`config.mk`:
```
export PLATFORM = sky130hd
export DESIGN_NAME = spi_master_byte_engine
export DESIGN_NICKNAME = d
export VERILOG_FILES = /design/src/smbe_pkg.sv /design/src/smbe_front.sv /design/src/smbe_back.sv /design/src/spi_master_byte_engine.sv
export VERILOG_INCLUDE_DIRS = /design/src /design/src/src
export SDC_FILE = /design/constraint.sdc
export NUM_CORES = 1
export LEC_CHECK = 0
export ABC_AREA = 1
export BUFFER_PORTS_ARGS = -buffer_cell sky130_fd_sc_hd__buf_2
export CAP_MARGIN = 20
export CELL_PAD_IN_SITES_DETAIL_PLACEMENT = 0
export CELL_PAD_IN_SITES_GLOBAL_PLACEMENT = 1
export CORE_UTILIZATION = 30
export DETAILED_ROUTE_END_ITERATION = 10
export HOLD_SLACK_MARGIN = 0.12
export MAX_ROUTING_LAYER = met4
export PLACE_DENSITY_LB_ADDON = 0.1
export SYNTH_ARGS = -nofsm -noshare
export SYNTH_HDL_FRONTEND = slang
export SYNTH_SLANG_ARGS = --single-unit
```
`constraint.sdc`:
```
create_clock -name i_clk -period 2.5 [get_ports i_clk]
set_input_delay 0.125 -clock i_clk [delete_from_list [all_inputs] [get_ports i_clk]]
set_output_delay 0.125 -clock i_clk [all_outputs]
set_load 0.02 [all_outputs]
```
`src/spi_master_byte_engine_defines.svh`:
```
// Assertion macros shared by the engine modules.
// The clock and reset names are those of the module that uses the macro.
`ifndef SPI_MASTER_BYTE_ENGINE_DEFINES_SVH
`define SPI_MASTER_BYTE_ENGINE_DEFINES_SVH

`ifndef SYNTHESIS
`define SMBE_ASSERT_IMP(label, ante, cons, msg) \
    label: assert property (@(posedge i_clk) disable iff (!i_rst_n) (ante) |-> (cons)) \
        else $error(msg);
`define SMBE_ASSERT_NEXT(label, ante, cons, msg) \
    label: assert property (@(posedge i_clk) disable iff (!i_rst_n) (ante) |=> (cons)) \
        else $error(msg);
`else
`define SMBE_ASSERT_IMP(label, ante, cons, msg)
`define SMBE_ASSERT_NEXT(label, ante, cons, msg)
`endif

`endif

```
`src/smbe_pkg.sv`:
```
package smbe_pkg;

    localparam int FRAME_BITS_DEF      = 8;
    localparam int MAX_HALF_PERIOD_DEF = 500;

    localparam logic [8:0] DEFAULT_HALF_PERIOD = 9'd5;

    localparam int CFG_DATA_W  = 9;
    localparam int CFG_INDEX_W = 2;

    localparam logic [CFG_INDEX_W-1:0] CFG_CPOL = 2'd0;
    localparam logic [CFG_INDEX_W-1:0] CFG_CPHA = 2'd1;
    localparam logic [CFG_INDEX_W-1:0] CFG_HALF = 2'd2;

    localparam logic [1:0] OP_SEND = 2'd0;
    localparam logic [1:0] OP_RECV = 2'd1;
    localparam logic [1:0] OP_XCHG = 2'd2;

    // One tick after classification by the front part.
    typedef struct packed {
        logic       start;
        logic       drives;   // frame drives MOSI
        logic       receives; // frame reports a received byte
        logic [7:0] tx;
        logic       final_mark;
        logic       miso;
    } t_item;

    typedef struct packed {
        logic                   we;
        logic [CFG_INDEX_W-1:0] index;
        logic [CFG_DATA_W-1:0]  data;
    } t_cfg_wr;

    typedef struct packed {
        logic       sck;
        logic       mosi;
        logic       busy;
        logic       rx_valid;
        logic [7:0] rx_byte;
        logic       done;
    } t_result;

endpackage

```
`src/smbe_front.sv`:
```
`include "spi_master_byte_engine_defines.svh"

module smbe_front (
    input  logic           i_clk,
    input  logic           i_rst_n,
    input  logic           i_in_valid,
    output logic           o_in_ready,
    input  logic           i_start_req,
    input  logic [1:0]     i_operation,
    input  logic [7:0]     i_tx_byte,
    input  logic           i_final_byte,
    input  logic           i_miso_level,
    output logic           o_item_valid,
    output smbe_pkg::t_item o_item,
    input  logic           i_pop
);
    import smbe_pkg::*;

    t_item      r_mem [2];
    logic       r_wr_ptr, n_wr_ptr;
    logic       r_rd_ptr, n_rd_ptr;
    logic [1:0] r_count, n_count;
    logic       push;
    t_item      item_in;

    assign o_in_ready   = (r_count != 2'd2);
    assign o_item_valid = (r_count != 2'd0);
    assign o_item       = r_mem[r_rd_ptr];
    assign push         = i_in_valid && o_in_ready;

    // Operation three runs as an exchange.
    always_comb begin
        item_in.start      = i_start_req;
        item_in.drives     = (i_operation != OP_RECV);
        item_in.receives   = (i_operation != OP_SEND);
        item_in.tx         = i_tx_byte;
        item_in.final_mark = i_final_byte;
        item_in.miso       = i_miso_level;
    end

    always_comb begin
        n_wr_ptr = push  ? ~r_wr_ptr : r_wr_ptr;
        n_rd_ptr = i_pop ? ~r_rd_ptr : r_rd_ptr;
        n_count  = r_count;
        if (push && !i_pop) begin
            n_count = r_count + 2'd1;
        end else if (!push && i_pop) begin
            n_count = r_count - 2'd1;
        end
    end

    always_ff @(posedge i_clk) begin
        if (!i_rst_n) begin
            r_wr_ptr <= 1'b0;
            r_rd_ptr <= 1'b0;
            r_count  <= 2'd0;
        end else begin
            r_wr_ptr <= n_wr_ptr;
            r_rd_ptr <= n_rd_ptr;
            r_count  <= n_count;
        end
    end

    always_ff @(posedge i_clk) begin
        if (push) begin
            r_mem[r_wr_ptr] <= item_in;
        end
    end

    `SMBE_ASSERT_IMP(a_no_pop_empty, i_pop, r_count != 2'd0, "pop from empty queue")
    `SMBE_ASSERT_IMP(a_count_range, 1'b1, r_count != 2'd3, "queue count out of range")
    `SMBE_ASSERT_NEXT(a_full_holds, (r_count == 2'd2) && !i_pop, r_count == 2'd2,
        "full queue lost an entry")

endmodule

```
`src/smbe_back.sv`:
```
`include "spi_master_byte_engine_defines.svh"

module smbe_back #(
    parameter int FRAME_BITS      = smbe_pkg::FRAME_BITS_DEF,
    parameter int MAX_HALF_PERIOD = smbe_pkg::MAX_HALF_PERIOD_DEF
) (
    input  logic              i_clk,
    input  logic              i_rst_n,
    input  smbe_pkg::t_cfg_wr i_cfg,
    input  logic              i_item_valid,
    input  smbe_pkg::t_item   i_item,
    output logic              o_pop,
    output logic              o_out_valid,
    input  logic              i_out_ready,
    output smbe_pkg::t_result o_result
);
    import smbe_pkg::*;

    localparam int         BitCntW = $clog2(FRAME_BITS + 1);
    localparam logic [8:0] MaxHalf = 9'(MAX_HALF_PERIOD);

    logic                  r_cpol, n_cpol;
    logic                  r_cpha, n_cpha;
    logic [8:0]            r_half, n_half;

    logic [8:0]            r_tick, n_tick;
    logic [BitCntW-1:0]    r_bit, n_bit;
    logic                  r_second, n_second;
    logic [FRAME_BITS-1:0] r_out_sh, n_out_sh;
    logic [FRAME_BITS-1:0] r_in_sh, n_in_sh;
    logic                  r_active, n_active;
    logic                  r_drives, n_drives;
    logic                  r_receives, n_receives;
    logic                  r_final, n_final;
    logic                  r_clock_out, n_clock_out;
    logic                  r_data_out, n_data_out;

    logic                  r_out_valid, n_out_valid;
    t_result               r_result, n_result;

    logic                  step;
    logic [8:0]            eff_half;
    logic [8:0]            tick_inc;
    logic [BitCntW-1:0]    bit_inc;

    assign step        = i_item_valid && (!r_out_valid || i_out_ready);
    assign o_pop       = step;
    assign o_out_valid = r_out_valid;
    assign o_result    = r_result;
    assign tick_inc    = r_tick + 9'd1;
    assign bit_inc     = r_bit + BitCntW'(1);

    always_comb begin
        if (r_half == 9'd0) begin
            eff_half = 9'd1;
        end else if (r_half > MaxHalf) begin
            eff_half = MaxHalf;
        end else begin
            eff_half = r_half;
        end
    end

    always_comb begin
        n_cpol      = r_cpol;
        n_cpha      = r_cpha;
        n_half      = r_half;
        n_tick      = r_tick;
        n_bit       = r_bit;
        n_second    = r_second;
        n_out_sh    = r_out_sh;
        n_in_sh     = r_in_sh;
        n_active    = r_active;
        n_drives    = r_drives;
        n_receives  = r_receives;
        n_final     = r_final;
        n_clock_out = r_clock_out;
        n_data_out  = r_data_out;
        n_out_valid = r_out_valid;
        n_result    = r_result;

        if (r_out_valid && i_out_ready) begin
            n_out_valid = 1'b0;
        end

        if (step) begin
            n_result.rx_valid = 1'b0;
            n_result.rx_byte  = 8'd0;
            n_result.done     = 1'b0;
            if (!r_active) begin
                n_clock_out = r_cpol;
                if (i_item.start) begin
                    n_active   = 1'b1;
                    n_drives   = i_item.drives;
                    n_receives = i_item.receives;
                    n_final    = i_item.final_mark;
                    n_out_sh   = FRAME_BITS'(i_item.tx);
                    n_in_sh    = '0;
                    n_bit      = '0;
                    n_second   = 1'b0;
                    n_tick     = 9'd0;
                    if (!r_cpha && i_item.drives) begin
                        n_data_out = n_out_sh[FRAME_BITS-1];
                    end
                end
            end else begin
                n_tick = tick_inc;
                if (tick_inc >= eff_half) begin
                    n_tick      = 9'd0;
                    n_clock_out = ~r_clock_out;
                    if (!r_second) begin
                        // Leading edge.
                        n_second = 1'b1;
                        if (!r_cpha) begin
                            n_in_sh = {r_in_sh[FRAME_BITS-2:0], i_item.miso};
                        end else begin
                            if (r_drives) begin
                                n_data_out = r_out_sh[FRAME_BITS-1];
                            end
                            n_out_sh = {r_out_sh[FRAME_BITS-2:0], 1'b0};
                        end
                    end else begin
                        // Trailing edge closes one bit.
                        n_second = 1'b0;
                        if (!r_cpha) begin
                            n_out_sh = {r_out_sh[FRAME_BITS-2:0], 1'b0};
                        end else begin
                            n_in_sh = {r_in_sh[FRAME_BITS-2:0], i_item.miso};
                        end
                        n_bit = bit_inc;
                        if (bit_inc >= BitCntW'(FRAME_BITS)) begin
                            n_active    = 1'b0;
                            n_bit       = '0;
                            n_clock_out = r_cpol;
                            if (r_receives) begin
                                n_result.rx_valid = 1'b1;
                                n_result.rx_byte  = n_in_sh[7:0];
                            end
                            n_result.done = r_final;
                        end else if (!r_cpha && r_drives) begin
                            n_data_out = n_out_sh[FRAME_BITS-1];
                        end
                    end
                end
            end
            n_result.sck  = n_clock_out;
            n_result.mosi = n_data_out;
            n_result.busy = n_active;
            n_out_valid   = 1'b1;
        end

        if (i_cfg.we) begin
            case (i_cfg.index)
                CFG_CPOL: begin
                    n_cpol = i_cfg.data[0];
                    if (!r_active) begin
                        n_clock_out = i_cfg.data[0];
                    end
                end
                CFG_CPHA: n_cpha = i_cfg.data[0];
                CFG_HALF: n_half = i_cfg.data;
                default: ;
            endcase
        end
    end

    always_ff @(posedge i_clk) begin
        if (!i_rst_n) begin
            r_cpol      <= 1'b0;
            r_cpha      <= 1'b0;
            r_half      <= DEFAULT_HALF_PERIOD;
            r_tick      <= 9'd0;
            r_bit       <= '0;
            r_second    <= 1'b0;
            r_out_sh    <= '0;
            r_in_sh     <= '0;
            r_active    <= 1'b0;
            r_drives    <= 1'b1;
            r_receives  <= 1'b0;
            r_final     <= 1'b0;
            r_clock_out <= 1'b0;
            r_data_out  <= 1'b0;
            r_out_valid <= 1'b0;
        end else begin
            r_cpol      <= n_cpol;
            r_cpha      <= n_cpha;
            r_half      <= n_half;
            r_tick      <= n_tick;
            r_bit       <= n_bit;
            r_second    <= n_second;
            r_out_sh    <= n_out_sh;
            r_in_sh     <= n_in_sh;
            r_active    <= n_active;
            r_drives    <= n_drives;
            r_receives  <= n_receives;
            r_final     <= n_final;
            r_clock_out <= n_clock_out;
            r_data_out  <= n_data_out;
            r_out_valid <= n_out_valid;
        end
    end

    always_ff @(posedge i_clk) begin
        r_result <= n_result;
    end

    `SMBE_ASSERT_IMP(a_idle_bit_zero, !r_active, r_bit == '0, "bit counter left nonzero")
    `SMBE_ASSERT_IMP(a_rx_ends_frame, r_out_valid && r_result.rx_valid, !r_result.busy,
        "received byte reported while busy")
    `SMBE_ASSERT_IMP(a_done_ends_frame, r_out_valid && r_result.done, !r_result.busy,
        "transfer done reported while busy")
    `SMBE_ASSERT_IMP(a_rx_byte_clear, r_out_valid && !r_result.rx_valid,
        r_result.rx_byte == 8'd0, "stray received byte")

endmodule

```
`src/spi_master_byte_engine.sv`:
```
// Channel   Direction  Handshake                    Payload
// in        input      i_in_valid / o_in_ready      start_req operation tx_byte
//                                                    final_byte miso_level
// out       output     o_out_valid / i_out_ready    sck_level mosi_level busy_res
//                                                    rx_valid rx_byte transfer_done
// cfg       input      i_cfg_we                     i_cfg_index i_cfg_data
//
// One beat in gives one beat out; a beat is accepted every cycle while the output drains.
// A beat is registered in the two-entry front queue and then in the output register.
// Synchronous active-low reset clears the queue and the engine state and restores the default configuration.
// A stalled output holds its beat; the queue absorbs up to two more input beats.
module spi_master_byte_engine #(
    parameter int FRAME_BITS      = smbe_pkg::FRAME_BITS_DEF,
    parameter int MAX_HALF_PERIOD = smbe_pkg::MAX_HALF_PERIOD_DEF
) (
    input  logic                             i_clk,
    input  logic                             i_rst_n,
    input  logic                             i_cfg_we,
    input  logic [smbe_pkg::CFG_INDEX_W-1:0] i_cfg_index,
    input  logic [smbe_pkg::CFG_DATA_W-1:0]  i_cfg_data,
    input  logic                             i_in_valid,
    output logic                             o_in_ready,
    input  logic                             i_start_req,
    input  logic [1:0]                       i_operation,
    input  logic [7:0]                       i_tx_byte,
    input  logic                             i_final_byte,
    input  logic                             i_miso_level,
    output logic                             o_out_valid,
    input  logic                             i_out_ready,
    output logic                             o_sck_level,
    output logic                             o_mosi_level,
    output logic                             o_busy_res,
    output logic                             o_rx_valid,
    output logic [7:0]                       o_rx_byte,
    output logic                             o_transfer_done
);
    import smbe_pkg::*;

    t_cfg_wr cfg_wr;
    t_item   item;
    logic    item_valid;
    logic    pop;
    t_result result;

    always_comb begin
        cfg_wr.we    = i_cfg_we;
        cfg_wr.index = i_cfg_index;
        cfg_wr.data  = i_cfg_data;
    end

    smbe_front u_front (
        .i_clk        (i_clk),
        .i_rst_n      (i_rst_n),
        .i_in_valid   (i_in_valid),
        .o_in_ready   (o_in_ready),
        .i_start_req  (i_start_req),
        .i_operation  (i_operation),
        .i_tx_byte    (i_tx_byte),
        .i_final_byte (i_final_byte),
        .i_miso_level (i_miso_level),
        .o_item_valid (item_valid),
        .o_item       (item),
        .i_pop        (pop)
    );

    smbe_back #(
        .FRAME_BITS      (FRAME_BITS),
        .MAX_HALF_PERIOD (MAX_HALF_PERIOD)
    ) u_back (
        .i_clk        (i_clk),
        .i_rst_n      (i_rst_n),
        .i_cfg        (cfg_wr),
        .i_item_valid (item_valid),
        .i_item       (item),
        .o_pop        (pop),
        .o_out_valid  (o_out_valid),
        .i_out_ready  (i_out_ready),
        .o_result     (result)
    );

    assign o_sck_level     = result.sck;
    assign o_mosi_level    = result.mosi;
    assign o_busy_res      = result.busy;
    assign o_rx_valid      = result.rx_valid;
    assign o_rx_byte       = result.rx_byte;
    assign o_transfer_done = result.done;

endmodule

```
==> results_tabular.tex <==
\begin{tabular}{lr}
\hline
Metric & Value \\
\hline
\multicolumn{2}{l}{\textbf{Outcome}} \\
\quad Run status & complete, but fails checks \\
\quad Violations in the final reports & negative setup slack \\
\multicolumn{2}{l}{\textbf{Flow run}} \\
\quad Max Cap Viol & 0 \\
\multicolumn{2}{l}{\textbf{Routing}} \\
\quad Number of iterations in the first detailed-routing pass & 4 \\
\quad DRT iter0 DRCs & 142 \\
\quad Average via count per standard cell & 4.54 \\
\quad Final wirelength & 11.0 mm \\
\quad Antenna-violating nets left & 0 \\
\quad Total DRC errors in the routed layout & 0 \\
\quad Wirelength per Cell & 13.3 um \\
\quad DR vias & 3,745 \\
\multicolumn{2}{l}{\textbf{Worst hold path}} \\
\quad Cells on Worst Hold Path & 3 \\
\quad Worst Min Path Start & i\_rst\_n \\
\quad Worst hold-check path type & input pin to register \\
\quad End point of the worst hold path & u\_back.r\_out\_sh[6]\$\_SDFFE\_PN0P\_ \\
\multicolumn{2}{l}{\textbf{GRT}} \\
\quad Initial antenna violation count & 0 \\
\quad Pin count of the biggest net entering global routing & 21 \\
\quad GR Util All Layers & 15.9\% \\
\quad Global-route wire length before repair & 17.7 mm \\
\quad Remaining global-route overflow & 0 \\
\quad Via count of the first global-routing pass & 3,632 \\
\multicolumn{2}{l}{\textbf{Pwr}} \\
\quad IR Drop Worst-Case VDD & 0.000506 V \\
\quad Static Leak & 0.00251 uW \\
\quad Total power density per cell area & 1160 nW/um\^{}2 \\
\multicolumn{2}{l}{\textbf{Worst setup path}} \\
\quad Element type at the critical path end & register \\
\quad Launching instance or port of the critical path & u\_back.r\_tick[0]\$\_SDFFE\_PN0P\_ \\
\quad Arrival time of data at the critical path endpoint & 2.80 ns \\
\quad Element type at the critical path start & register \\
\quad Startpoint of the most critical register-to-register path & u\_back.r\_tick[0]\$\_SDFFE\_PN0P\_ \\
\quad Worst EP required & 2.74 ns \\
\quad Highest fanout seen on the critical path & 7 \\
\quad Cells on worst reg2reg path & 18 \\
\quad Register-to-register path setup slack & -0.06 ns \\
\quad Crit Reg-Reg Endpoint & u\_back.r\_out\_sh[1]\$\_SDFFE\_PN0P\_ \\
\quad WS Path Type & register to register \\
\multicolumn{2}{l}{\textbf{Synth}} \\
\quad Total of warnings raised by yosys & 0 \\
\quad Average footprint of a synthesized cell & 8.39 um\^{}2 \\
\quad Synthesized flop and latch total & 92 \\
\quad Sequential share of the synthesized area & 50.2\% \\
\quad Post-synthesis cell type count & 39 \\
\quad Synthesized netlist cell count & 530 \\
\quad Synth Net Count & 571 \\
\quad Cell area after technology mapping & 4450 um\^{}2 \\
\multicolumn{2}{l}{\textbf{Clock tree}} \\
\quad Clock sink count & 92 \\
\quad Skew-Pair Late Insertion Delay & 0.34 ns \\
\quad CTS tree & done \\
\quad CTS Root Cell & sky130\_fd\_sc\_hd\_\_clkbuf\_16 \\
\quad CTS Buffer Depth & 2 \\
\quad CTS clk-pin slew, worst paths & 0.07 ns \\
\quad CTS buffer count & 9 \\
\quad Level count of the clock H-tree & 3 \\
\multicolumn{2}{l}{\textbf{Floorplan}} \\
\quad Die extent in x & 124 um \\
\quad CORE AREA & 14,500 um\^{}2 \\
\quad Vertical die dimension & 124 um \\
\quad Die outline area & 15,300 um\^{}2 \\
\quad Number of placement rows & 44 \\
\quad Initial core utilization & 30.7\% \\
\quad Number of ports placed on the die boundary & 44 \\
\multicolumn{2}{l}{\textbf{Final layout}} \\
\quad Number of filler instances in the final layout & 1,479 \\
\quad Area growth, synth to finish & 34.9\% \\
\quad Layout cell share with drive strength beyond 1 & 28.3\% \\
\quad Number of nets in the layout & 676 \\
\quad Antenna cell count & 0 \\
\quad Final design area excluding fillers & 6000 um\^{}2 \\
\multicolumn{2}{l}{\textbf{Timing}} \\
\quad Slew at the pin closest to its max-slew limit & 0.403 ns \\
\quad Number of endpoints failing setup at the final stage & 23 \\
\quad Final clock period utilization by the worst path & 102\% \\
\quad Worst slew margin relative to its limit & 73.1\% \\
\quad Final Max Slew Viols & 0 \\
\quad Setup TNS & -0.688 ns \\
\quad Final critical-path required period & 2.56 ns \\
\quad Achievable clock frequency & 0.391 GHz \\
\quad Hold violation total from the final report & 0 \\
\quad Fin worst setup slack & -0.0602 ns \\
\quad Worst clock skew & 0.00462 ns \\
\quad RSZ-0062 raised after global routing & true \\
\multicolumn{2}{l}{\textbf{Place}} \\
\quad Post-detail-place hpwl & 7.39 mm \\
\quad \# port buffers & 43 \\
\quad Routability congestion estimate from global placement & 0.763 \\
\quad Cell Area, Placed & 5020 um\^{}2 \\
\hline
\end{tabular}
-- repair_timing --
action	CTS	global route
hold buffers	28	0
pin swaps	27	22
cloned	2	1
endpoints found under the setup margin	43	46
hold endpoints to repair	39	0
setup buffers	4	4
gates resized for setup	42	35
-- per-stage QoR --
step | std cells | power, uW | setup WS, ns | hold WS [ns] | utilization (%)
5_1_grt | 824 | 7530 | -0.257 | 0.192 | 41.4
4_1_cts | 819 | 6820 | -0.0957 | 0.156 | 40.3
6_report | 824 | 6970 | -0.0602 | 0.173 | 41.4
3_5_place_dp | 769 | 4980 | -0.121 | 0.316 | 34.7
2_1_floorplan | 530 | 4280 | 0.0283 | 0.224 | -
3_3_place_gp | 769 | 4970 | -0.0696 | 0.313 | 34.7
-- final cells by class --
type                    instances  area (um^2)  area share, %
clock buffers                   9          225           3.75
clock inverters                 7         66.3           1.11
inverters                      80          305           5.09
multi-input cells             345         2110           35.2
flip-flops and latches         92         2240           37.4
well taps                     184          230           3.84
repair buffers                107          816           13.6
-- cell usage after synthesis (all sizes together) --
| master | count | area [um^2] |
|---|---|---|
| nand4 | 7 | 58.8 |
| edfxtp | 39 | 1170 |
| and2 | 1 | 6.26 |
| o22ai | 8 | 50.1 |
| buf | 12 | 80.1 |
| ha | 12 | 150 |
| clkbuf | 4 | 15.0 |
| o41ai | 1 | 8.76 |
| a211oi | 5 | 37.5 |
| nor2 | 72 | 302 |
| xor2 | 6 | 52.6 |
| mux2i | 1 | 10.0 |
| inv | 80 | 305 |
| o21ai | 51 | 267 |
| or2 | 3 | 21.3 |
| nand2 | 105 | 432 |
| a31oi | 2 | 12.5 |
| nor3 | 4 | 20.0 |
| nand3 | 21 | 130 |
| dfxtp | 53 | 1060 |
| a211o | 1 | 8.76 |
| a21oi | 34 | 181 |
| o32ai | 6 | 52.6 |
| nor4 | 1 | 6.26 |
| o211ai | 1 | 7.51 |
-- cell families after synthesis --
group | Yosys count | share of synthesized area [%]
xor+xnor | 6 | 1.18
flops | 92 | 50.2
compound gates | 109 | 14.1
simple gates | 214 | 21.9
fa+ha+maj | 12 | 3.38
mux | 1 | 0.225
buf+inv | 96 | 9.00
-- registers in the layout, indices dropped and copies added (netlist names), 2 cells and up, named ones only --
signal and cells:
u_back.o_result 13, u_back.r_bit 4, u_back.r_half 9, u_back.r_in_sh 8, u_back.r_out_sh 8, u_back.r_tick 9, u_front.r_count 2, u_front.r_mem 26
-- metal layers --
metal  track usage, %  up-vias  share of wire (%)
met5                -        -                  0
li1                 -     1966                  -
met4             4.89        0                1.3
met2             27.6       67                 51
met1             17.8     1702                 44
met3             4.21       10                3.2
-- worst max-delay path by stage --
stage | endpoint | slack (ns) | cells past startpoint
2_1_floorplan | u_back.o_result[2]$_SDFFCE_PN0P_ | 0.03 | 15
3_3_place_gp | u_back.o_result[6]$_SDFFCE_PN0P_ | -0.07 | 15
3_5_place_dp | u_back.r_out_sh[0]$_SDFFE_PN0P_ | -0.12 | 16
4_1_cts | u_back.r_out_sh[6]$_SDFFE_PN0P_ | -0.1 | 18
5_1_grt | u_back.r_out_sh[1]$_SDFFE_PN0P_ | -0.26 | 18
6_report | u_back.r_out_sh[1]$_SDFFE_PN0P_ | -0.06 | 18
-- layout by cell type (no fill, tap or decap), types with 4 or more instances in the layout --
cell / n
sky130_fd_sc_hd__xor2_1: 6
sky130_fd_sc_hd__buf_4: 32
sky130_fd_sc_hd__o22ai_1: 8
sky130_fd_sc_hd__nand2_1: 86
sky130_fd_sc_hd__nand3_2: 5
sky130_fd_sc_hd__buf_2: 43
sky130_fd_sc_hd__buf_12: 4
sky130_fd_sc_hd__dlygate4sd3_1: 28
sky130_fd_sc_hd__dfxtp_1: 47
sky130_fd_sc_hd__clkbuf_16: 9
sky130_fd_sc_hd__nand4_1: 6
sky130_fd_sc_hd__edfxtp_1: 39
sky130_fd_sc_hd__ha_1: 11
sky130_fd_sc_hd__inv_1: 69
sky130_fd_sc_hd__nand3_1: 14
sky130_fd_sc_hd__o32ai_1: 6
sky130_fd_sc_hd__inv_2: 10
sky130_fd_sc_hd__a21oi_2: 13
sky130_fd_sc_hd__nor2_1: 60
sky130_fd_sc_hd__a21oi_1: 20
sky130_fd_sc_hd__o21ai_0: 43
sky130_fd_sc_hd__nand2_2: 15
sky130_fd_sc_hd__nor2_4: 9
sky130_fd_sc_hd__dfxtp_2: 5
sky130_fd_sc_hd__o21ai_1: 5
sky130_fd_sc_hd__a211oi_2: 5
-- where the power goes --
part | internal (uW) | switching (uW)
clock | 771 | 583
sequential | 2070 | 223
combinational | 1230 | 2090
total | 4070 | 2900
-- worst max-delay path, cell delays in order (launching register included) --
cell,delay (ns)
sky130_fd_sc_hd__dfxtp_4,0.37
sky130_fd_sc_hd__ha_4,0.14
sky130_fd_sc_hd__nand2_2,0.05
sky130_fd_sc_hd__nor2_2,0.09
sky130_fd_sc_hd__nand4_1,0.11
sky130_fd_sc_hd__nor2_1,0.14
sky130_fd_sc_hd__xor2_1,0.21
sky130_fd_sc_hd__ha_1,0.29
sky130_fd_sc_hd__nand2_2,0.11
sky130_fd_sc_hd__inv_2,0.04
sky130_fd_sc_hd__nand2_2,0.06
sky130_fd_sc_hd__nand2_4,0.06
sky130_fd_sc_hd__nor2_4,0.13
sky130_fd_sc_hd__nand3_4,0.19
sky130_fd_sc_hd__buf_12,0.20
sky130_fd_sc_hd__nand4_4,0.12
sky130_fd_sc_hd__nand2_1,0.07
sky130_fd_sc_hd__nand2_1,0.05
sky130_fd_sc_hd__nor2_1,0.03
Note: power is estimated with default switching activity, not from simulation.
